[config.mk]
export PLATFORM = sky130hd
export DESIGN_NAME = q16_16_fixed_point_alu_unit
export DESIGN_NICKNAME = d
export VERILOG_FILES = /design/src/rtl/core/qalu_pkg.sv /design/src/rtl/core/q16_16_fixed_point_alu_unit.sv
export VERILOG_INCLUDE_DIRS = /design/src /design/src/rtl/core
export SDC_FILE = /design/constraint.sdc
export NUM_CORES = 2
export LEC_CHECK = 0
export BUFFER_PORTS_ARGS = -buffer_cell sky130_fd_sc_hd__buf_2
export CAP_MARGIN = 30
export CORE_MARGIN = 2
export CORE_UTILIZATION = 35
export CTS_CLUSTER_DIAMETER = 50
export DETAILED_ROUTE_END_ITERATION = 12
export GPL_TIMING_DRIVEN = 0
export PLACE_DENSITY_LB_ADDON = 0.08
export SETUP_SLACK_MARGIN = 0.2
export SLEW_MARGIN = 20
export SYNTH_ARGS = -nofsm -noshare
export SYNTH_HDL_FRONTEND = slang
export SYNTH_SLANG_ARGS = --single-unit
export TNS_END_PERCENT = 5
[constraint.sdc]
create_clock -name clk -period 16.33 [get_ports clk]
set_input_delay 3.266 -clock clk [delete_from_list [all_inputs] [get_ports clk]]
set_output_delay 3.266 -clock clk [all_outputs]
set_load 0.02 [all_outputs]
[src/rtl/core/q16_16_fixed_point_alu_unit_defines.svh]
// ---------------------------------------------------------------------------
// Q16.16 ALU assertion macros
// Shared concurrent assertion forms for the Q16.16 arithmetic unit.
// ---------------------------------------------------------------------------
`ifndef Q16_16_FIXED_POINT_ALU_UNIT_DEFINES_SVH
`define Q16_16_FIXED_POINT_ALU_UNIT_DEFINES_SVH

// Same-cycle implication, disabled while reset is asserted.
`define QALU_ASSERT_IMPL(label, ck, rn, ante, cons) \
    label: assert property (@(posedge ck) disable iff (!rn) (ante) |-> (cons)) \
        else $error("qalu same-cycle check failed");

// Next-cycle implication, disabled while reset is asserted.
`define QALU_ASSERT_NEXT(label, ck, rn, ante, cons) \
    label: assert property (@(posedge ck) disable iff (!rn) (ante) |=> (cons)) \
        else $error("qalu next-cycle check failed");

`endif

[src/rtl/core/qalu_pkg.sv]
// ---------------------------------------------------------------------------
// Q16.16 ALU package
// Item types, operation codes, microcode format and the microprogram ROM.
// ---------------------------------------------------------------------------
package qalu_pkg;

    typedef struct packed {
        logic [4:0]         operation;
        logic signed [31:0] operand_a;
        logic signed [31:0] operand_b;
        logic signed [31:0] operand_c;
    } alu_cmd_t;

    typedef struct packed {
        logic signed [31:0] result_value;
        logic               compare_true;
    } alu_res_t;

    typedef enum logic [4:0] {
        OP_ADD = 5'd0, OP_SUB = 5'd1, OP_NEG = 5'd2, OP_ABS = 5'd3,
        OP_MUL = 5'd4, OP_DIV = 5'd5, OP_EQ = 5'd6, OP_LT = 5'd7,
        OP_LE = 5'd8, OP_GT = 5'd9, OP_GE = 5'd10, OP_FROM_INT = 5'd11,
        OP_TO_INT = 5'd12, OP_TO_INT_ROUND = 5'd13, OP_SQRT = 5'd14,
        OP_RECIP = 5'd15, OP_FLOOR = 5'd16, OP_CEIL = 5'd17, OP_ROUND = 5'd18,
        OP_MIN = 5'd19, OP_MAX = 5'd20, OP_CLAMP = 5'd21, OP_LERP = 5'd22,
        OP_SIN = 5'd23, OP_COS = 5'd24, OP_TAN = 5'd25
    } op_code_t;

    localparam logic [31:0] FX_ZERO   = 32'h0000_0000;
    localparam logic [31:0] FX_ONE    = 32'h0001_0000;
    localparam logic [31:0] FX_HALF   = 32'h0000_8000;
    localparam logic [31:0] FX_TWO    = 32'h0002_0000;
    localparam logic [31:0] FX_PI     = 32'h0003_243F;
    localparam logic [31:0] FX_NEG_PI = 32'hFFFC_DBC1;
    localparam logic [31:0] FX_TWO_PI = 32'h0006_487E;
    localparam logic [31:0] FX_DIV0   = 32'h7FFF_FFFF;
    // Taylor coefficients 1/k, as the unit's own divide would give them.
    localparam logic [31:0] FX_K6     = 32'(65536 / 6);
    localparam logic [31:0] FX_K120   = 32'(65536 / 120);
    localparam logic [31:0] FX_K5040  = 32'(65536 / 5040);
    localparam logic [31:0] FX_K24    = 32'(65536 / 24);
    localparam logic [31:0] FX_K720   = 32'(65536 / 720);

    localparam int UPC_W = 7;
    localparam int DIV_STEPS = 48;

    typedef enum logic [3:0] {
        UO_NOP, UO_MOV, UO_ADD, UO_SUB, UO_HALF, UO_MULA, UO_MULW,
        UO_DIV, UO_SIMPLE, UO_SQSEED, UO_RCSEED
    } uop_t;

    typedef enum logic [2:0] {
        D_A, D_B, D_C, D_X, D_G, D_T, D_U, D_NONE
    } dst_t;

    typedef enum logic [4:0] {
        S_A, S_B, S_C, S_X, S_G, S_T, S_U,
        S_ZERO, S_ONE, S_TWO, S_HALF, S_PI, S_NPI, S_TWOPI, S_DIV0,
        S_K6, S_K120, S_K5040, S_K24, S_K720
    } src_t;

    typedef enum logic [2:0] {
        JC_NONE, JC_JMP, JC_EQ, JC_GE, JC_CN, JC_CR, JC_CALL, JC_RET
    } jcond_t;

    typedef struct packed {
        uop_t             op;
        dst_t             rd;
        src_t             s1;
        src_t             s2;
        jcond_t           cond;
        logic [UPC_W-1:0] tgt;
        logic             fin;
        logic             clr;
        logic             inc;
    } uword_t;

    typedef struct packed {
        logic [31:0] value;
        logic        flag;
    } simple_t;

    // Microprogram entry points and labels.
    localparam logic [UPC_W-1:0] UA_SIMPLE  = 7'd0;
    localparam logic [UPC_W-1:0] UA_MUL     = 7'd1;
    localparam logic [UPC_W-1:0] UA_DIV     = 7'd3;
    localparam logic [UPC_W-1:0] UA_LERP    = 7'd4;
    localparam logic [UPC_W-1:0] UA_SQRT    = 7'd8;
    localparam logic [UPC_W-1:0] UA_SQ_LOOP = 7'd10;
    localparam logic [UPC_W-1:0] UA_SQ_FIN  = 7'd15;
    localparam logic [UPC_W-1:0] UA_SQ_ZERO = 7'd16;
    localparam logic [UPC_W-1:0] UA_RECIP   = 7'd17;
    localparam logic [UPC_W-1:0] UA_RC_LOOP = 7'd19;
    localparam logic [UPC_W-1:0] UA_RC_FIN  = 7'd27;
    localparam logic [UPC_W-1:0] UA_RC_DZ   = 7'd28;
    localparam logic [UPC_W-1:0] UA_SIN     = 7'd29;
    localparam logic [UPC_W-1:0] UA_COS     = 7'd32;
    localparam logic [UPC_W-1:0] UA_TAN     = 7'd35;
    localparam logic [UPC_W-1:0] UA_RED     = 7'd40;
    localparam logic [UPC_W-1:0] UA_RD_L1   = 7'd41;
    localparam logic [UPC_W-1:0] UA_RD_P2   = 7'd44;
    localparam logic [UPC_W-1:0] UA_RD_L2   = 7'd45;
    localparam logic [UPC_W-1:0] UA_RD_RET  = 7'd48;
    localparam logic [UPC_W-1:0] UA_SINB    = 7'd49;
    localparam logic [UPC_W-1:0] UA_COSB    = 7'd66;

    function automatic logic fx_less(input logic [31:0] a, input logic [31:0] b);
        return $signed(a) < $signed(b);
    endfunction

    function automatic logic [31:0] fx_abs(input logic [31:0] v);
        return v[31] ? (32'd0 - v) : v;
    endfunction

    function automatic uword_t uw(input uop_t op, input dst_t rd, input src_t s1,
                                  input src_t s2, input jcond_t cond,
                                  input logic [UPC_W-1:0] tgt, input int fin,
                                  input int clr, input int inc);
        uword_t w;
        w.op = op;
        w.rd = rd;
        w.s1 = s1;
        w.s2 = s2;
        w.cond = cond;
        w.tgt = tgt;
        w.fin = fin[0];
        w.clr = clr[0];
        w.inc = inc[0];
        return w;
    endfunction

    function automatic logic [UPC_W-1:0] entry_addr(input logic [4:0] op);
        logic [UPC_W-1:0] a;
        unique case (op)
            OP_MUL:   a = UA_MUL;
            OP_DIV:   a = UA_DIV;
            OP_LERP:  a = UA_LERP;
            OP_SQRT:  a = UA_SQRT;
            OP_RECIP: a = UA_RECIP;
            OP_SIN:   a = UA_SIN;
            OP_COS:   a = UA_COS;
            OP_TAN:   a = UA_TAN;
            default:  a = UA_SIMPLE;
        endcase
        return a;
    endfunction

    // The microprogram. Registers: A, B, C operands, X reduced angle,
    // G guess, T and U scratch. MULA forms a product, MULW writes it.
    function automatic uword_t urom(input logic [UPC_W-1:0] pc);
        uword_t w;
        unique case (pc)
            UA_SIMPLE:       w = uw(UO_SIMPLE, D_NONE, S_A, S_A, JC_NONE, UA_SIMPLE, 1, 0, 0);
            UA_MUL:          w = uw(UO_MULA, D_NONE, S_A, S_B, JC_NONE, UA_SIMPLE, 0, 0, 0);
            UA_MUL + 7'd1:   w = uw(UO_MULW, D_NONE, S_A, S_A, JC_NONE, UA_SIMPLE, 1, 0, 0);
            UA_DIV:          w = uw(UO_DIV, D_NONE, S_A, S_B, JC_NONE, UA_SIMPLE, 1, 0, 0);
            UA_LERP:         w = uw(UO_SUB, D_T, S_B, S_A, JC_NONE, UA_SIMPLE, 0, 0, 0);
            UA_LERP + 7'd1:  w = uw(UO_MULA, D_NONE, S_T, S_C, JC_NONE, UA_SIMPLE, 0, 0, 0);
            UA_LERP + 7'd2:  w = uw(UO_MULW, D_T, S_A, S_A, JC_NONE, UA_SIMPLE, 0, 0, 0);
            UA_LERP + 7'd3:  w = uw(UO_ADD, D_NONE, S_A, S_T, JC_NONE, UA_SIMPLE, 1, 0, 0);
            UA_SQRT:         w = uw(UO_NOP, D_NONE, S_ZERO, S_A, JC_GE, UA_SQ_ZERO, 0, 0, 0);
            UA_SQRT + 7'd1:  w = uw(UO_SQSEED, D_G, S_A, S_A, JC_NONE, UA_SIMPLE, 0, 1, 0);
            UA_SQ_LOOP:      w = uw(UO_NOP, D_NONE, S_A, S_A, JC_CN, UA_SQ_FIN, 0, 0, 0);
            UA_SQ_LOOP + 7'd1: w = uw(UO_DIV, D_T, S_A, S_G, JC_NONE, UA_SIMPLE, 0, 0, 0);
            UA_SQ_LOOP + 7'd2: w = uw(UO_HALF, D_U, S_G, S_T, JC_NONE, UA_SIMPLE, 0, 0, 1);
            UA_SQ_LOOP + 7'd3: w = uw(UO_NOP, D_NONE, S_U, S_G, JC_EQ, UA_SQ_FIN, 0, 0, 0);
            UA_SQ_LOOP + 7'd4: w = uw(UO_MOV, D_G, S_U, S_U, JC_JMP, UA_SQ_LOOP, 0, 0, 0);
            UA_SQ_FIN:       w = uw(UO_MOV, D_NONE, S_G, S_G, JC_NONE, UA_SIMPLE, 1, 0, 0);
            UA_SQ_ZERO:      w = uw(UO_MOV, D_NONE, S_ZERO, S_ZERO, JC_NONE, UA_SIMPLE, 1, 0, 0);
            UA_RECIP:        w = uw(UO_NOP, D_NONE, S_A, S_ZERO, JC_EQ, UA_RC_DZ, 0, 0, 0);
            UA_RECIP + 7'd1: w = uw(UO_RCSEED, D_G, S_A, S_A, JC_NONE, UA_SIMPLE, 0, 1, 0);
            UA_RC_LOOP:      w = uw(UO_NOP, D_NONE, S_A, S_A, JC_CN, UA_RC_FIN, 0, 0, 0);
            UA_RC_LOOP + 7'd1: w = uw(UO_MULA, D_NONE, S_A, S_G, JC_NONE, UA_SIMPLE, 0, 0, 0);
            UA_RC_LOOP + 7'd2: w = uw(UO_MULW, D_T, S_A, S_A, JC_NONE, UA_SIMPLE, 0, 0, 0);
            UA_RC_LOOP + 7'd3: w = uw(UO_SUB, D_T, S_TWO, S_T, JC_NONE, UA_SIMPLE, 0, 0, 0);
            UA_RC_LOOP + 7'd4: w = uw(UO_MULA, D_NONE, S_G, S_T, JC_NONE, UA_SIMPLE, 0, 0, 0);
            UA_RC_LOOP + 7'd5: w = uw(UO_MULW, D_U, S_A, S_A, JC_NONE, UA_SIMPLE, 0, 0, 1);
            UA_RC_LOOP + 7'd6: w = uw(UO_NOP, D_NONE, S_U, S_G, JC_EQ, UA_RC_FIN, 0, 0, 0);
            UA_RC_LOOP + 7'd7: w = uw(UO_MOV, D_G, S_U, S_U, JC_JMP, UA_RC_LOOP, 0, 0, 0);
            UA_RC_FIN:       w = uw(UO_MOV, D_NONE, S_G, S_G, JC_NONE, UA_SIMPLE, 1, 0, 0);
            UA_RC_DZ:        w = uw(UO_MOV, D_NONE, S_DIV0, S_DIV0, JC_NONE, UA_SIMPLE, 1, 0, 0);
            UA_SIN:          w = uw(UO_NOP, D_NONE, S_A, S_A, JC_CALL, UA_RED, 0, 0, 0);
            UA_SIN + 7'd1:   w = uw(UO_NOP, D_NONE, S_A, S_A, JC_CALL, UA_SINB, 0, 0, 0);
            UA_SIN + 7'd2:   w = uw(UO_MOV, D_NONE, S_C, S_C, JC_NONE, UA_SIMPLE, 1, 0, 0);
            UA_COS:          w = uw(UO_NOP, D_NONE, S_A, S_A, JC_CALL, UA_RED, 0, 0, 0);
            UA_COS + 7'd1:   w = uw(UO_NOP, D_NONE, S_A, S_A, JC_CALL, UA_COSB, 0, 0, 0);
            UA_COS + 7'd2:   w = uw(UO_MOV, D_NONE, S_C, S_C, JC_NONE, UA_SIMPLE, 1, 0, 0);
            UA_TAN:          w = uw(UO_NOP, D_NONE, S_A, S_A, JC_CALL, UA_RED, 0, 0, 0);
            UA_TAN + 7'd1:   w = uw(UO_NOP, D_NONE, S_A, S_A, JC_CALL, UA_SINB, 0, 0, 0);
            UA_TAN + 7'd2:   w = uw(UO_MOV, D_A, S_C, S_C, JC_NONE, UA_SIMPLE, 0, 0, 0);
            UA_TAN + 7'd3:   w = uw(UO_NOP, D_NONE, S_A, S_A, JC_CALL, UA_COSB, 0, 0, 0);
            UA_TAN + 7'd4:   w = uw(UO_DIV, D_NONE, S_A, S_C, JC_NONE, UA_SIMPLE, 1, 0, 0);
            UA_RED:          w = uw(UO_MOV, D_X, S_A, S_A, JC_NONE, UA_SIMPLE, 0, 1, 0);
            UA_RD_L1:        w = uw(UO_NOP, D_NONE, S_A, S_A, JC_CR, UA_RD_P2, 0, 0, 0);
            UA_RD_L1 + 7'd1: w = uw(UO_NOP, D_NONE, S_PI, S_X, JC_GE, UA_RD_P2, 0, 0, 0);
            UA_RD_L1 + 7'd2: w = uw(UO_SUB, D_X, S_X, S_TWOPI, JC_JMP, UA_RD_L1, 0, 0, 1);
            UA_RD_P2:        w = uw(UO_NOP, D_NONE, S_A, S_A, JC_NONE, UA_SIMPLE, 0, 1, 0);
            UA_RD_L2:        w = uw(UO_NOP, D_NONE, S_A, S_A, JC_CR, UA_RD_RET, 0, 0, 0);
            UA_RD_L2 + 7'd1: w = uw(UO_NOP, D_NONE, S_X, S_NPI, JC_GE, UA_RD_RET, 0, 0, 0);
            UA_RD_L2 + 7'd2: w = uw(UO_ADD, D_X, S_X, S_TWOPI, JC_JMP, UA_RD_L2, 0, 0, 1);
            UA_RD_RET:       w = uw(UO_NOP, D_NONE, S_A, S_A, JC_RET, UA_SIMPLE, 0, 0, 0);
            UA_SINB:         w = uw(UO_MULA, D_NONE, S_X, S_X, JC_NONE, UA_SIMPLE, 0, 0, 0);
            UA_SINB + 7'd1:  w = uw(UO_MULW, D_T, S_A, S_A, JC_NONE, UA_SIMPLE, 0, 0, 0);
            UA_SINB + 7'd2:  w = uw(UO_MULA, D_NONE, S_T, S_X, JC_NONE, UA_SIMPLE, 0, 0, 0);
            UA_SINB + 7'd3:  w = uw(UO_MULW, D_U, S_A, S_A, JC_NONE, UA_SIMPLE, 0, 0, 0);
            UA_SINB + 7'd4:  w = uw(UO_MULA, D_NONE, S_U, S_T, JC_NONE, UA_SIMPLE, 0, 0, 0);
            UA_SINB + 7'd5:  w = uw(UO_MULW, D_G, S_A, S_A, JC_NONE, UA_SIMPLE, 0, 0, 0);
            UA_SINB + 7'd6:  w = uw(UO_MULA, D_NONE, S_G, S_T, JC_NONE, UA_SIMPLE, 0, 0, 0);
            UA_SINB + 7'd7:  w = uw(UO_MULW, D_B, S_A, S_A, JC_NONE, UA_SIMPLE, 0, 0, 0);
            UA_SINB + 7'd8:  w = uw(UO_MULA, D_NONE, S_U, S_K6, JC_NONE, UA_SIMPLE, 0, 0, 0);
            UA_SINB + 7'd9:  w = uw(UO_MULW, D_U, S_A, S_A, JC_NONE, UA_SIMPLE, 0, 0, 0);
            UA_SINB + 7'd10: w = uw(UO_SUB, D_C, S_X, S_U, JC_NONE, UA_SIMPLE, 0, 0, 0);
            UA_SINB + 7'd11: w = uw(UO_MULA, D_NONE, S_G, S_K120, JC_NONE, UA_SIMPLE, 0, 0, 0);
            UA_SINB + 7'd12: w = uw(UO_MULW, D_G, S_A, S_A, JC_NONE, UA_SIMPLE, 0, 0, 0);
            UA_SINB + 7'd13: w = uw(UO_ADD, D_C, S_C, S_G, JC_NONE, UA_SIMPLE, 0, 0, 0);
            UA_SINB + 7'd14: w = uw(UO_MULA, D_NONE, S_B, S_K5040, JC_NONE, UA_SIMPLE, 0, 0, 0);
            UA_SINB + 7'd15: w = uw(UO_MULW, D_B, S_A, S_A, JC_NONE, UA_SIMPLE, 0, 0, 0);
            UA_SINB + 7'd16: w = uw(UO_SUB, D_C, S_C, S_B, JC_RET, UA_SIMPLE, 0, 0, 0);
            UA_COSB:         w = uw(UO_MULA, D_NONE, S_X, S_X, JC_NONE, UA_SIMPLE, 0, 0, 0);
            UA_COSB + 7'd1:  w = uw(UO_MULW, D_T, S_A, S_A, JC_NONE, UA_SIMPLE, 0, 0, 0);
            UA_COSB + 7'd2:  w = uw(UO_MULA, D_NONE, S_T, S_T, JC_NONE, UA_SIMPLE, 0, 0, 0);
            UA_COSB + 7'd3:  w = uw(UO_MULW, D_U, S_A, S_A, JC_NONE, UA_SIMPLE, 0, 0, 0);
            UA_COSB + 7'd4:  w = uw(UO_MULA, D_NONE, S_U, S_T, JC_NONE, UA_SIMPLE, 0, 0, 0);
            UA_COSB + 7'd5:  w = uw(UO_MULW, D_G, S_A, S_A, JC_NONE, UA_SIMPLE, 0, 0, 0);
            UA_COSB + 7'd6:  w = uw(UO_MULA, D_NONE, S_T, S_HALF, JC_NONE, UA_SIMPLE, 0, 0, 0);
            UA_COSB + 7'd7:  w = uw(UO_MULW, D_T, S_A, S_A, JC_NONE, UA_SIMPLE, 0, 0, 0);
            UA_COSB + 7'd8:  w = uw(UO_SUB, D_C, S_ONE, S_T, JC_NONE, UA_SIMPLE, 0, 0, 0);
            UA_COSB + 7'd9:  w = uw(UO_MULA, D_NONE, S_U, S_K24, JC_NONE, UA_SIMPLE, 0, 0, 0);
            UA_COSB + 7'd10: w = uw(UO_MULW, D_U, S_A, S_A, JC_NONE, UA_SIMPLE, 0, 0, 0);
            UA_COSB + 7'd11: w = uw(UO_ADD, D_C, S_C, S_U, JC_NONE, UA_SIMPLE, 0, 0, 0);
            UA_COSB + 7'd12: w = uw(UO_MULA, D_NONE, S_G, S_K720, JC_NONE, UA_SIMPLE, 0, 0, 0);
            UA_COSB + 7'd13: w = uw(UO_MULW, D_G, S_A, S_A, JC_NONE, UA_SIMPLE, 0, 0, 0);
            UA_COSB + 7'd14: w = uw(UO_SUB, D_C, S_C, S_G, JC_RET, UA_SIMPLE, 0, 0, 0);
            default:         w = uw(UO_NOP, D_NONE, S_A, S_A, JC_NONE, UA_SIMPLE, 1, 0, 0);
        endcase
        return w;
    endfunction

    // Single-step operations: add, compare, conversions, rounding, select.
    function automatic simple_t simple_op(input logic [4:0] op, input logic [31:0] a,
                                         input logic [31:0] b, input logic [31:0] c);
        simple_t     s;
        logic [15:0] frac;
        logic [31:0] ipart;
        logic [31:0] sext;
        frac  = a[15:0];
        ipart = {a[31:16], 16'h0000};
        sext  = {{16{a[31]}}, a[31:16]};
        s.value = FX_ZERO;
        s.flag  = 1'b0;
        unique case (op)
            OP_ADD:          s.value = a + b;
            OP_SUB:          s.value = a - b;
            OP_NEG:          s.value = 32'd0 - a;
            OP_ABS:          s.value = fx_abs(a);
            OP_EQ:           s.flag = (a == b);
            OP_LT:           s.flag = fx_less(a, b);
            OP_LE:           s.flag = !fx_less(b, a);
            OP_GT:           s.flag = fx_less(b, a);
            OP_GE:           s.flag = !fx_less(a, b);
            OP_FROM_INT:     s.value = {a[15:0], 16'h0000};
            OP_TO_INT:       s.value = sext;
            OP_TO_INT_ROUND: s.value = sext + {31'd0, frac[15]};
            OP_FLOOR:        s.value = ipart - ((a[31] && frac != 16'd0) ? FX_ONE : FX_ZERO);
            OP_CEIL:         s.value = ipart + ((frac != 16'd0) ? FX_ONE : FX_ZERO);
            OP_ROUND:        s.value = ipart + (frac[15] ? FX_ONE : FX_ZERO);
            OP_MIN:          s.value = fx_less(a, b) ? a : b;
            OP_MAX:          s.value = fx_less(b, a) ? a : b;
            OP_CLAMP:        s.value = fx_less(a, b) ? b : (fx_less(c, a) ? c : a);
            default:         s.value = FX_ZERO;
        endcase
        return s;
    endfunction

endpackage

[src/rtl/core/q16_16_fixed_point_alu_unit.sv]
// ---------------------------------------------------------------------------
// Q16.16 fixed-point arithmetic unit
// Microcoded sequencer over a small register datapath with a registered
// multiplier and a bit-serial restoring divider.
// ---------------------------------------------------------------------------
//
// Channel   Direction  Handshake                   Payload
// command   in         start high while busy low   cmd    (alu_cmd_t)
// result    out        done high for one cycle     result (alu_res_t)
//
// One item is worked on at a time. Divide runs 48 divider steps between
// load and write-back. Square root and reciprocal run Newton steps, and
// sine, cosine and tangent run 2*pi reduction steps up to the reduction
// limit; with the default limits the slowest item is a square root that
// runs all Newton steps. Reset clears the sequencer and the divider
// control; no clearing pass follows. The receiver cannot stall: each
// result is presented on done for exactly one cycle.
`include "q16_16_fixed_point_alu_unit_defines.svh"

module q16_16_fixed_point_alu_unit
    import qalu_pkg::*;
#(
    parameter int NEWTON_STEPS    = 8,
    parameter int REDUCTION_LIMIT = 64
)
(
    input  logic     clk,
    input  logic     rst_n,
    input  logic     start,
    output logic     busy,
    input  alu_cmd_t cmd,
    output logic     done,
    output alu_res_t result
);

    // The loop counter must hold the larger of the two iteration limits.
    localparam int CNT_MAX = (NEWTON_STEPS > REDUCTION_LIMIT) ? NEWTON_STEPS : REDUCTION_LIMIT;
    localparam int CNT_W   = $clog2(CNT_MAX + 1);
    localparam int DCNT_W  = $clog2(DIV_STEPS);

    typedef enum logic [1:0] {
        ST_IDLE = 2'b01,
        ST_RUN  = 2'b10
    } state_t;

    state_t           state_reg, state_next;
    logic [UPC_W-1:0] pc_reg, pc_next;
    logic [UPC_W-1:0] ret_reg, ret_next;
    logic [CNT_W-1:0] cnt_reg, cnt_next;
    logic             done_reg, done_next;
    alu_res_t         result_reg, result_next;
    logic [4:0]       op_reg;

    // Working registers of the datapath.
    logic [31:0] a_reg, b_reg, c_reg, x_reg, g_reg, t_reg, u_reg;

    // Multiplier output stage.
    logic [31:0] mprod_reg;
    logic        mneg_reg;

    // Divider state: partial remainder, dividend/quotient shift register.
    logic              div_run_reg, div_run_next;
    logic              div_fin_reg, div_fin_next;
    logic [DCNT_W-1:0] dcnt_reg, dcnt_next;
    logic [31:0]       rem_reg;
    logic [47:0]       nq_reg;
    logic [31:0]       den_reg;
    logic              dz_reg;
    logic              dneg_reg;

    uword_t      uw_cur;
    logic [31:0] s1v, s2v;
    logic [31:0] wval;
    logic        wflag;
    simple_t     simple_res;
    logic        accept;
    logic        running;
    logic        advance;
    logic        taken;
    logic        div_load;
    logic [32:0] rem_trial;
    logic        rem_ge;
    logic [31:0] sum12;
    logic [31:0] abs1, abs2;
    logic [63:0] prod;

    assign accept  = start && (state_reg == ST_IDLE);
    assign running = (state_reg == ST_RUN);
    assign uw_cur  = urom(pc_reg);

    // A divide word holds the sequencer until the divider has finished.
    assign advance  = running && ((uw_cur.op != UO_DIV) || div_fin_reg);
    assign div_load = running && (uw_cur.op == UO_DIV) && !div_run_reg && !div_fin_reg;

    function automatic logic [31:0] src_val(input src_t s, input logic [31:0] a,
                                            input logic [31:0] b, input logic [31:0] c,
                                            input logic [31:0] x, input logic [31:0] g,
                                            input logic [31:0] t, input logic [31:0] u);
        logic [31:0] v;
        unique case (s)
            S_A:     v = a;
            S_B:     v = b;
            S_C:     v = c;
            S_X:     v = x;
            S_G:     v = g;
            S_T:     v = t;
            S_U:     v = u;
            S_ZERO:  v = FX_ZERO;
            S_ONE:   v = FX_ONE;
            S_TWO:   v = FX_TWO;
            S_HALF:  v = FX_HALF;
            S_PI:    v = FX_PI;
            S_NPI:   v = FX_NEG_PI;
            S_TWOPI: v = FX_TWO_PI;
            S_DIV0:  v = FX_DIV0;
            S_K6:    v = FX_K6;
            S_K120:  v = FX_K120;
            S_K5040: v = FX_K5040;
            S_K24:   v = FX_K24;
            S_K720:  v = FX_K720;
            default: v = FX_ZERO;
        endcase
        return v;
    endfunction

    assign s1v = src_val(uw_cur.s1, a_reg, b_reg, c_reg, x_reg, g_reg, t_reg, u_reg);
    assign s2v = src_val(uw_cur.s2, a_reg, b_reg, c_reg, x_reg, g_reg, t_reg, u_reg);

    assign simple_res = simple_op(op_reg, a_reg, b_reg, c_reg);
    assign sum12      = s1v + s2v;
    assign abs1       = fx_abs(s1v);
    assign abs2       = fx_abs(s2v);
    assign prod       = {32'd0, abs1} * {32'd0, abs2};

    // Value that the current control word produces.
    always_comb
    begin
        wval  = FX_ZERO;
        wflag = 1'b0;
        unique case (uw_cur.op)
            UO_NOP:    wval = FX_ZERO;
            UO_MOV:    wval = s1v;
            UO_ADD:    wval = sum12;
            UO_SUB:    wval = s1v - s2v;
            UO_HALF:   wval = {sum12[31], sum12[31:1]};
            UO_MULA:   wval = FX_ZERO;
            UO_MULW:   wval = mneg_reg ? (32'd0 - mprod_reg) : mprod_reg;
            UO_DIV:    wval = dz_reg ? FX_DIV0
                                     : (dneg_reg ? (32'd0 - nq_reg[31:0]) : nq_reg[31:0]);
            UO_SIMPLE:
            begin
                wval  = simple_res.value;
                wflag = simple_res.flag;
            end
            UO_SQSEED: wval = (s1v >= FX_ONE) ? {1'b0, s1v[31:1]} : FX_HALF;
            UO_RCSEED:
            begin
                if (abs1[31])
                begin
                    wval = FX_TWO;
                end
                else if (abs1 >= FX_TWO)
                begin
                    wval = FX_HALF;
                end
                else if (abs1 >= FX_ONE)
                begin
                    wval = FX_ONE;
                end
                else
                begin
                    wval = FX_TWO;
                end
            end
            default:   wval = FX_ZERO;
        endcase
    end

    // Branch decision.
    always_comb
    begin
        unique case (uw_cur.cond)
            JC_NONE: taken = 1'b0;
            JC_JMP:  taken = 1'b1;
            JC_EQ:   taken = (s1v == s2v);
            JC_GE:   taken = !fx_less(s1v, s2v);
            JC_CN:   taken = (cnt_reg == CNT_W'(NEWTON_STEPS));
            JC_CR:   taken = (cnt_reg == CNT_W'(REDUCTION_LIMIT));
            JC_CALL: taken = 1'b1;
            JC_RET:  taken = 1'b1;
            default: taken = 1'b0;
        endcase
    end

    // Sequencer next state.
    always_comb
    begin
        state_next  = state_reg;
        pc_next     = pc_reg;
        ret_next    = ret_reg;
        cnt_next    = cnt_reg;
        done_next   = 1'b0;
        result_next = result_reg;
        if (accept)
        begin
            state_next = ST_RUN;
            pc_next    = entry_addr(cmd.operation);
        end
        else if (advance)
        begin
            if (uw_cur.clr)
            begin
                cnt_next = '0;
            end
            else if (uw_cur.inc)
            begin
                cnt_next = cnt_reg + CNT_W'(1);
            end
            if (uw_cur.cond == JC_RET)
            begin
                pc_next = ret_reg;
            end
            else if (taken)
            begin
                pc_next = uw_cur.tgt;
            end
            else
            begin
                pc_next = pc_reg + UPC_W'(1);
            end
            if (uw_cur.cond == JC_CALL)
            begin
                ret_next = pc_reg + UPC_W'(1);
            end
            if (uw_cur.fin)
            begin
                state_next               = ST_IDLE;
                done_next                = 1'b1;
                result_next.result_value = wval;
                result_next.compare_true = wflag;
            end
        end
    end

    // Divider control and one restoring step.
    assign rem_trial = {rem_reg, nq_reg[47]};
    assign rem_ge    = (rem_trial >= {1'b0, den_reg});

    always_comb
    begin
        div_run_next = div_run_reg;
        div_fin_next = div_fin_reg;
        dcnt_next    = dcnt_reg;
        if (div_load)
        begin
            div_run_next = 1'b1;
            dcnt_next    = '0;
        end
        else if (div_run_reg)
        begin
            dcnt_next = dcnt_reg + DCNT_W'(1);
            if (dcnt_reg == DCNT_W'(DIV_STEPS - 1))
            begin
                div_run_next = 1'b0;
                div_fin_next = 1'b1;
            end
        end
        else if (advance && div_fin_reg)
        begin
            div_fin_next = 1'b0;
        end
    end

    always_ff @(posedge clk or negedge rst_n)
    begin
        if (!rst_n)
        begin
            state_reg   <= ST_IDLE;
            pc_reg      <= UA_SIMPLE;
            ret_reg     <= UA_SIMPLE;
            cnt_reg     <= '0;
            done_reg    <= 1'b0;
            div_run_reg <= 1'b0;
            div_fin_reg <= 1'b0;
            dcnt_reg    <= '0;
        end
        else
        begin
            state_reg   <= state_next;
            pc_reg      <= pc_next;
            ret_reg     <= ret_next;
            cnt_reg     <= cnt_next;
            done_reg    <= done_next;
            div_run_reg <= div_run_next;
            div_fin_reg <= div_fin_next;
            dcnt_reg    <= dcnt_next;
        end
    end

    // Datapath registers carry no reset.
    always_ff @(posedge clk)
    begin
        result_reg <= result_next;
        if (accept)
        begin
            op_reg <= cmd.operation;
            a_reg  <= cmd.operand_a;
            b_reg  <= cmd.operand_b;
            c_reg  <= cmd.operand_c;
        end
        else if (advance && (uw_cur.op != UO_NOP) && (uw_cur.op != UO_MULA))
        begin
            unique case (uw_cur.rd)
                D_A:     a_reg <= wval;
                D_B:     b_reg <= wval;
                D_C:     c_reg <= wval;
                D_X:     x_reg <= wval;
                D_G:     g_reg <= wval;
                D_T:     t_reg <= wval;
                D_U:     u_reg <= wval;
                D_NONE:  ;
                default: ;
            endcase
        end
        if (advance && (uw_cur.op == UO_MULA))
        begin
            mprod_reg <= prod[47:16];
            mneg_reg  <= s1v[31] ^ s2v[31];
        end
        if (div_load)
        begin
            rem_reg  <= 32'd0;
            nq_reg   <= {abs1, 16'h0000};
            den_reg  <= abs2;
            dz_reg   <= (s2v == 32'd0);
            dneg_reg <= s1v[31] ^ s2v[31];
        end
        else if (div_run_reg)
        begin
            rem_reg <= rem_ge ? 32'(rem_trial - {1'b0, den_reg}) : rem_trial[31:0];
            nq_reg  <= {nq_reg[46:0], rem_ge};
        end
    end

    assign busy   = (state_reg != ST_IDLE);
    assign done   = done_reg;
    assign result = result_reg;

    `QALU_ASSERT_IMPL(a_done_idle, clk, rst_n, done, !busy)
    `QALU_ASSERT_NEXT(a_accept_busy, clk, rst_n, start && !busy, busy && !done)
    `QALU_ASSERT_IMPL(a_div_owner, clk, rst_n, div_run_reg, running && (uw_cur.op == UO_DIV))
    `QALU_ASSERT_NEXT(a_div_fin_once, clk, rst_n, div_fin_reg, !div_fin_reg)

endmodule
# Yosys cells after proc, flatten, opt, wreduce, memory -nomap -nowiden
# Memory sizes are Yosys's and may differ from the RTL's.
# Index checks and enable logic that the tools add are counted.
# Widths: inputs -> output; s select.
[classes]
addsub = 17
n_mul = 1
n_lt_le_gt_ge = 8
n_eq_ne = 87
mux = 55
bitwise_logic = 3
n_reduce_logical = 46
[ops]
columns = ["op", "n"]
rows = [
  ["$pmux 32 s19", 2],
  ["$mux 32", 20],
  ["$pmux 32 s13", 1],
  ["$pmux 32 s9", 1],
  ["$sub 1x32->32 const A", 5],
  ["$lt 32x32->1", 4],
  ["$eq 5x4->1 const B", 22],
  ["$mux 48", 2],
  ["$sub 32x32->32", 3],
  ["$eq 5x5->1 const B", 14],
  ["$add 32x17->32", 2],
  ["$add 32x32->32", 2],
  ["$eq 32x32->1", 2],
  ["$ge 32x17->1 const B", 2],
  ["$mux 18", 3],
  ["$mux 17", 3],
  ["$mul 32x32->48", 1],
  ["$mux 7", 6],
  ["$eq 5x3->1 const B", 8],
  ["$ge 33x32->1", 1],
  ["$ge 32x18->1 const B", 1],
  ["$logic_not 32->1", 1],
  ["$sub 32x17->32", 1],
  ["$mux 31", 1],
  ["37 further kinds", 109],
]
[totals]
ff_bits = 441
mem_bits_ro = 3904
in_bits = 104
n_memories = 2
[mem_list]
columns = ["memory", "words", "width", "read_ports", "rd_clocked_by_memory_dff", "wr", "line", "text"]
rows = [
  ["(no name shown)", 128, 29, 1, 0, 0, "qalu_pkg.sv:152", "unique case (pc)"],
  ["(no name shown)", 32, 6, 1, 0, 0, "qalu_pkg.sv:134", "unique case (op)"],
]

# Longest topological paths before layout
# An unclocked memory read counts as a cell.
[logic_depth]
depth_word = 13
mapped_depth = 55
mapped_depth_nobuf = 50

# Least setup slack after synthesis
# OpenSTA, ideal clock, no wires.
[synth_path]
kind = "register to register"
startpoint = "reg pc_reg[0]"
endpoint = "reg mprod_reg[31] (data pin)"
setup_time_ns = 0.261
arrival_ns = 11.884
required_ns = 16.069
path_slack_ns = 4.185
path_stages_with_launch = 49
cell_sequence = "dfrtp_1 -> clkbuf_1 -> inv_1 -> ha_1 -> clkbuf_1 -> mux2_4 -> mux4_2 -> and2b_2 -> nor2_8 -> buf_6 -> buf_6 -> o211ai_1 -> o21ai_0 -> a211oi_1 -> buf_2 -> ha_1 -> nand4_4 -> o21ai_0 -> [... 13 more ...] -> ha_1 -> a21o_1 -> a21o_1 -> a21oi_1 -> nor2b_1 -> o21ai_0 -> nand2b_1 -> a21oi_1 -> nor2_1 -> nor2_1 -> inv_1 -> a41oi_2 -> o21bai_1 -> a221o_1 -> a21bo_2 -> a31oi_1 -> o21ai_0 -> xnor2_1"
[synth_between]
elab_chain_cells = 6
word_cells_on_any_way = 46
[synth_rtl]
columns = ["item", "line", "text"]
rows = [
  ["start, declared", "q16_16_fixed_point_alu_unit.sv:47", "logic [UPC_W-1:0] pc_reg, pc_next;"],
  ["start signal, assigned", "q16_16_fixed_point_alu_unit.sv:290", "pc_reg <= pc_next;"],
  ["$mem_v2 128x29 *", "--", ""],
  ["$eq 5x5->1, or another cell as far along", "q16_16_fixed_point_alu_unit.sv:100", "unique case (s)"],
  ["$pmux 32 s19", "q16_16_fixed_point_alu_unit.sv:100", ""],
  ["$sub 1x32->32", "qalu_pkg.sv:112", "return v[31] ? (32'd0 - v) : v;"],
  ["$mux 32", "qalu_pkg.sv:112", ""],
  ["$mul 32x32->48 *", "q16_16_fixed_point_alu_unit.sv:133", "assign prod = {32'd0, abs1} * {32'd0, abs2};"],
  ["via prod[47]", "q16_16_fixed_point_alu_unit.sv:85", "logic [63:0] prod;"],
  ["end signal, assigned", "q16_16_fixed_point_alu_unit.sv:327", "mprod_reg <= prod[47:16];"],
  ["end, declared", "q16_16_fixed_point_alu_unit.sv:58", "logic [31:0] mprod_reg;"],
]
# The timed path passes the listed nets; every way through them passes the cells marked *.
# A chain may end at the register's enable or synchronous reset.

# Worst setup path after layout
[layout_path]
startpoint = "reg pc_reg[0]"
endpoint = "reg mprod_reg[31] (data pin)"
[layout_between]
elab_chain_cells = 6
word_cells_on_any_way = 46
[layout_rtl]
columns = ["item", "line", "text"]
rows = [
  ["$mem_v2 128x29 *", "--", ""],
  ["$eq 5x5->1, or another cell as far along", "q16_16_fixed_point_alu_unit.sv:100", ""],
  ["$pmux 32 s19 *", "q16_16_fixed_point_alu_unit.sv:100", ""],
  ["$sub 1x32->32", "qalu_pkg.sv:112", ""],
  ["$mux 32 *", "qalu_pkg.sv:112", ""],
  ["via abs2[10]", "q16_16_fixed_point_alu_unit.sv:84", "logic [31:0] abs1, abs2;"],
  ["$mul 32x32->48 *", "q16_16_fixed_point_alu_unit.sv:133", ""],
  ["via prod[47]", "q16_16_fixed_point_alu_unit.sv:85", ""],
]
# Marked as above.

==> run_results.csv <==
group,metric,value,unit
setup_path,crit_path_frequent_cell,"fa_1",
cells_and_area,final_cells,10878,
setup_path,r2r_start,"pc_reg[0]",
synthesis,synthCells,7902,
floorplan,std_cell_rows,161,
timing,fmax,0.0633,GHz
setup_path,slowest_delay,0.65,ns
timing,hold_viol_final,0,
synthesis,synth_edf_count,361,
cells_and_area,post-route-util,40.1,%
synthesis,syn_nets,9227,
clock_network,clk_pin_slew,0.06,ns
synthesis,synth_area_leaders,"fa_1, edfxtp_1, ha_1",
setup_path,crit_path_top_delay_cell,"o21ai_1",
flow_run,maxCapViolCount,0,
setup_path,crit_arrival,16.26,ns
hold_path,hold_path.class,"reg2reg",
synthesis,ys_seq_elements,441,
placement,dp_hpwl,319,mm
synthesis,async_flop_share,7.26,%
routing,vias_per_cell,6.06,
setup_path,worstPathMaxFanout,10,
routing,firstDrtPassIters,8,
power_and_ir_drop,power.density,36.5,mW/mm²
timing,rsz0062_at_grt,"false",
cells_and_area,nNetsFinal,9613,
power_and_ir_drop,pwr-share-comb,0.7,%
clock_network,clkLatencyLatePin,0.74,ns
floorplan,start_util,35.1,%
setup_path,cp-start-kind,"flop",
cells_and_area,drive_gt1_share,10.1,%
timing,worstMarginPinSlew,1.23,ns
timing,slew_headroom,18.0,%
timing,layout_min_cycle_time,15.79,ns
timing,finalClockSkew,0.0741,ns
setup_path,regToRegSetupSlack,0.54,ns
setup_path,timing.rr.end,"mprod_reg[31]",
power_and_ir_drop,vdd_drop_max,0.0678,mV
power_and_ir_drop,p_sw,0.000676,W
setup_path,crit_end,"mprod_reg[31]",
power_and_ir_drop,p_seq_share,42.8,%
synthesis,ys_top_cells_by_count,"inv_1, nand2_1, nor2_1",
synthesis,syn_area,0.0674,mm²
synthesis,ys_seq_area_share,18.7,%
clock_network,tritoncts,"yes",
clock_network,clk_path_buf_depth,3,
cells_and_area,fill_cells,19782,
floorplan,die_y,443,µm
global_routing,grt_pass1_vias,63932,
global_routing,grt_pass1_wl,526,mm
setup_path,path_class,"reg2reg",
placement,place_inst,10721,
power_and_ir_drop,p_leak,33.7,nW
floorplan,dieArea,0.196,mm²
setup_path,rr_worst_depth,46,
routing,routed-via-count,65895,
synthesis,yosysTopAreaCellShare,23.3,%
routing,detail_route.iter0.violations,9331,
global_routing,overflow,0,
floorplan,die_w,443,µm
global_routing,grtUsageTotal,38.6,%
routing,drc,0,
placement,gp_congestion,1.06,
clock_network,htree_levels,3,
synthesis,avgSynthCellArea,8.53,µm²
power_and_ir_drop,internal_power,0.00213,W
setup_path,cp.required,16.81,ns
global_routing,grt_max_degree,35,
floorplan,ios,139,
synthesis,synth_ff_type,"edfxtp_1",
setup_path,cp-end-kind,"flop",
synthesis,yosysMostFrequentCell,"inv_1",
timing,setup-violations-final,0,
routing,drt-total-wl,385,mm
synthesis,yosys_warnings,0,
run_status,status,"finished, final reports clean",
clock_network,numClockSinks,441,
clock_network,cts-buffers-inserted,69,
routing,drtAntennaViolNets,0,
synthesis,synth_top_area_cell,"fa_1",
power_and_ir_drop,p_sw_share,24.1,%
floorplan,core_area,0.192,mm²
synthesis,ys_types,129,
global_routing,grt_antenna_before_repair,34,
timing,period_share,96.7,%
setup_path,cp-startpoint,"pc_reg[0]",
clock_network,cts-root-buf,"clkbuf_16",
power_and_ir_drop,pwr-share-clk,56.5,%
timing,finalMaxSlewViolations,0,
placement,portBuffers,138,
power_and_ir_drop,power,0.00281,W
routing,wire_per_inst,35.4,µm
cells_and_area,synthToLayoutAreaGrowth,14.1,%
cells_and_area,largest_reg_flops,48,
worst min-delay path by stage:
stage,startpoint,to,slack [ns],depth (start not counted)
finish,rem_reg[14],rem_reg[14],0.48,2
global route,rem_reg[25],rem_reg[25],0.52,2
CTS,ret_reg[0],ret_reg[0],0.49,2
detailed placement,ret_reg[0],ret_reg[0],0.47,2
global placement,ret_reg[0],ret_reg[0],0.47,2
floorplan,ret_reg[0],ret_reg[0],0.45,2
routing by layer:
metal / global-route usage (%) / wire, µm / vias up
met4: 16.2 / 19100 / 12
met1: 53.8 / 163000 / 33451
met5: 0 / 92 / -
li1: - / - / 27530
met2: 53.1 / 152000 / 4157
met3: 14.1 / 50100 / 745
worst max-delay path: cells and delay by family, from the launching register on:
family | cells | cell delay, ns
XOR/XNOR | 2 | 0.52
AO/OA/AOI/OAI | 11 | 3.54
adder cells (fa/ha/maj) | 11 | 4.89
buffers and inverters | 12 | 3.28
AND/OR/NAND/NOR | 10 | 2.62
flip-flops | 1 | 0.59
what timing repair did:
action / in CTS / in global routing
endpoints found under the hold margin: 0 / 0
pin swaps: 1 / 4
resized for setup: 39 / 36
setup buffers: 2 / 6
hold buffers: 0 / 0
endpoints found under the setup margin: 23 / 13
final cells by class:
type / count / area [µm²] / area share (%)
repair buffers: 316 / 2780 / 3.61
multi-input cells: 5873 / 49600 / 64.5
inverters: 1119 / 4220 / 5.49
flip-flops and latches: 441 / 12600 / 16.4
diodes: 9 / 22.5 / 0.0293
plain buffers: 468 / 2050 / 2.67
clock inverters: 47 / 684 / 0.890
well taps: 2526 / 3160 / 4.11
clock buffers: 79 / 1760 / 2.29
cell families (layout without fill, tap and decap cells):
| logic type | count (synthesis) | after routing | share of synthesized area, % |
|---|---|---|---|
| other cells | 0 | 9 | 0 |
| mux | 144 | 144 | 2.40 |
| simple gates | 2461 | 2461 | 16.4 |
| compound gates | 1721 | 1721 | 17.6 |
| xor+xnor | 326 | 326 | 4.35 |
| flops | 441 | 441 | 18.7 |
| buf+inv | 1588 | 2029 | 9.17 |
| fa+ha+maj | 1221 | 1221 | 31.4 |
through the flow:
stage          hold WS [ns]  area, µm²  worst slack, ns  setup TNS [ns]
3_5_place_dp          0.472      74000            -1.70          -17.25
6_report              0.481      76900            0.541               0
3_3_place_gp          0.467      71300            -4.56          -99.21
5_1_grt               0.517      76900            0.200               0
4_1_cts               0.485      76600            0.206               0
2_1_floorplan         0.449      67400             4.19               0
layout by cell type, fill, tap and decap left out, types with 43 or more instances in the layout:
cell type     n
inv_1      1095
nand2_1     861
nor2_1      823
fa_1        784
ha_1        437
a21oi_1     363
edfxtp_1    361
clkbuf_1    318
o21ai_0     315
buf_2       208
nand3_1     204
xnor2_1     169
o21a_1      111
mux2i_1     108
nor3_1      104
a21o_1       91
xor2_1       91
buf_6        87
a221oi_1     70
nand2b_1     69
clkbuf_16    69
buf_4        66
nand4_1      62
a211oi_1     62
o31ai_1      58
a31oi_1      57
o211ai_1     53
or3_1        48
dfxtp_1      48
nor2b_1      46
o21bai_1     46
and2_1       45
xnor2_2      43
power groups by stage:
stage	logic, W	registers (W)	clock network, W
after floorplan	0.00000140	0.00122	0
after global placement	0.0000200	0.00122	0
after detailed placement	0.0000203	0.00122	0
after CTS	0.0000204	0.00120	0.00161
after global routing	0.0000215	0.00120	0.00165
final	0.0000203	0.00120	0.00159
Power figures use the tool's default switching activity.
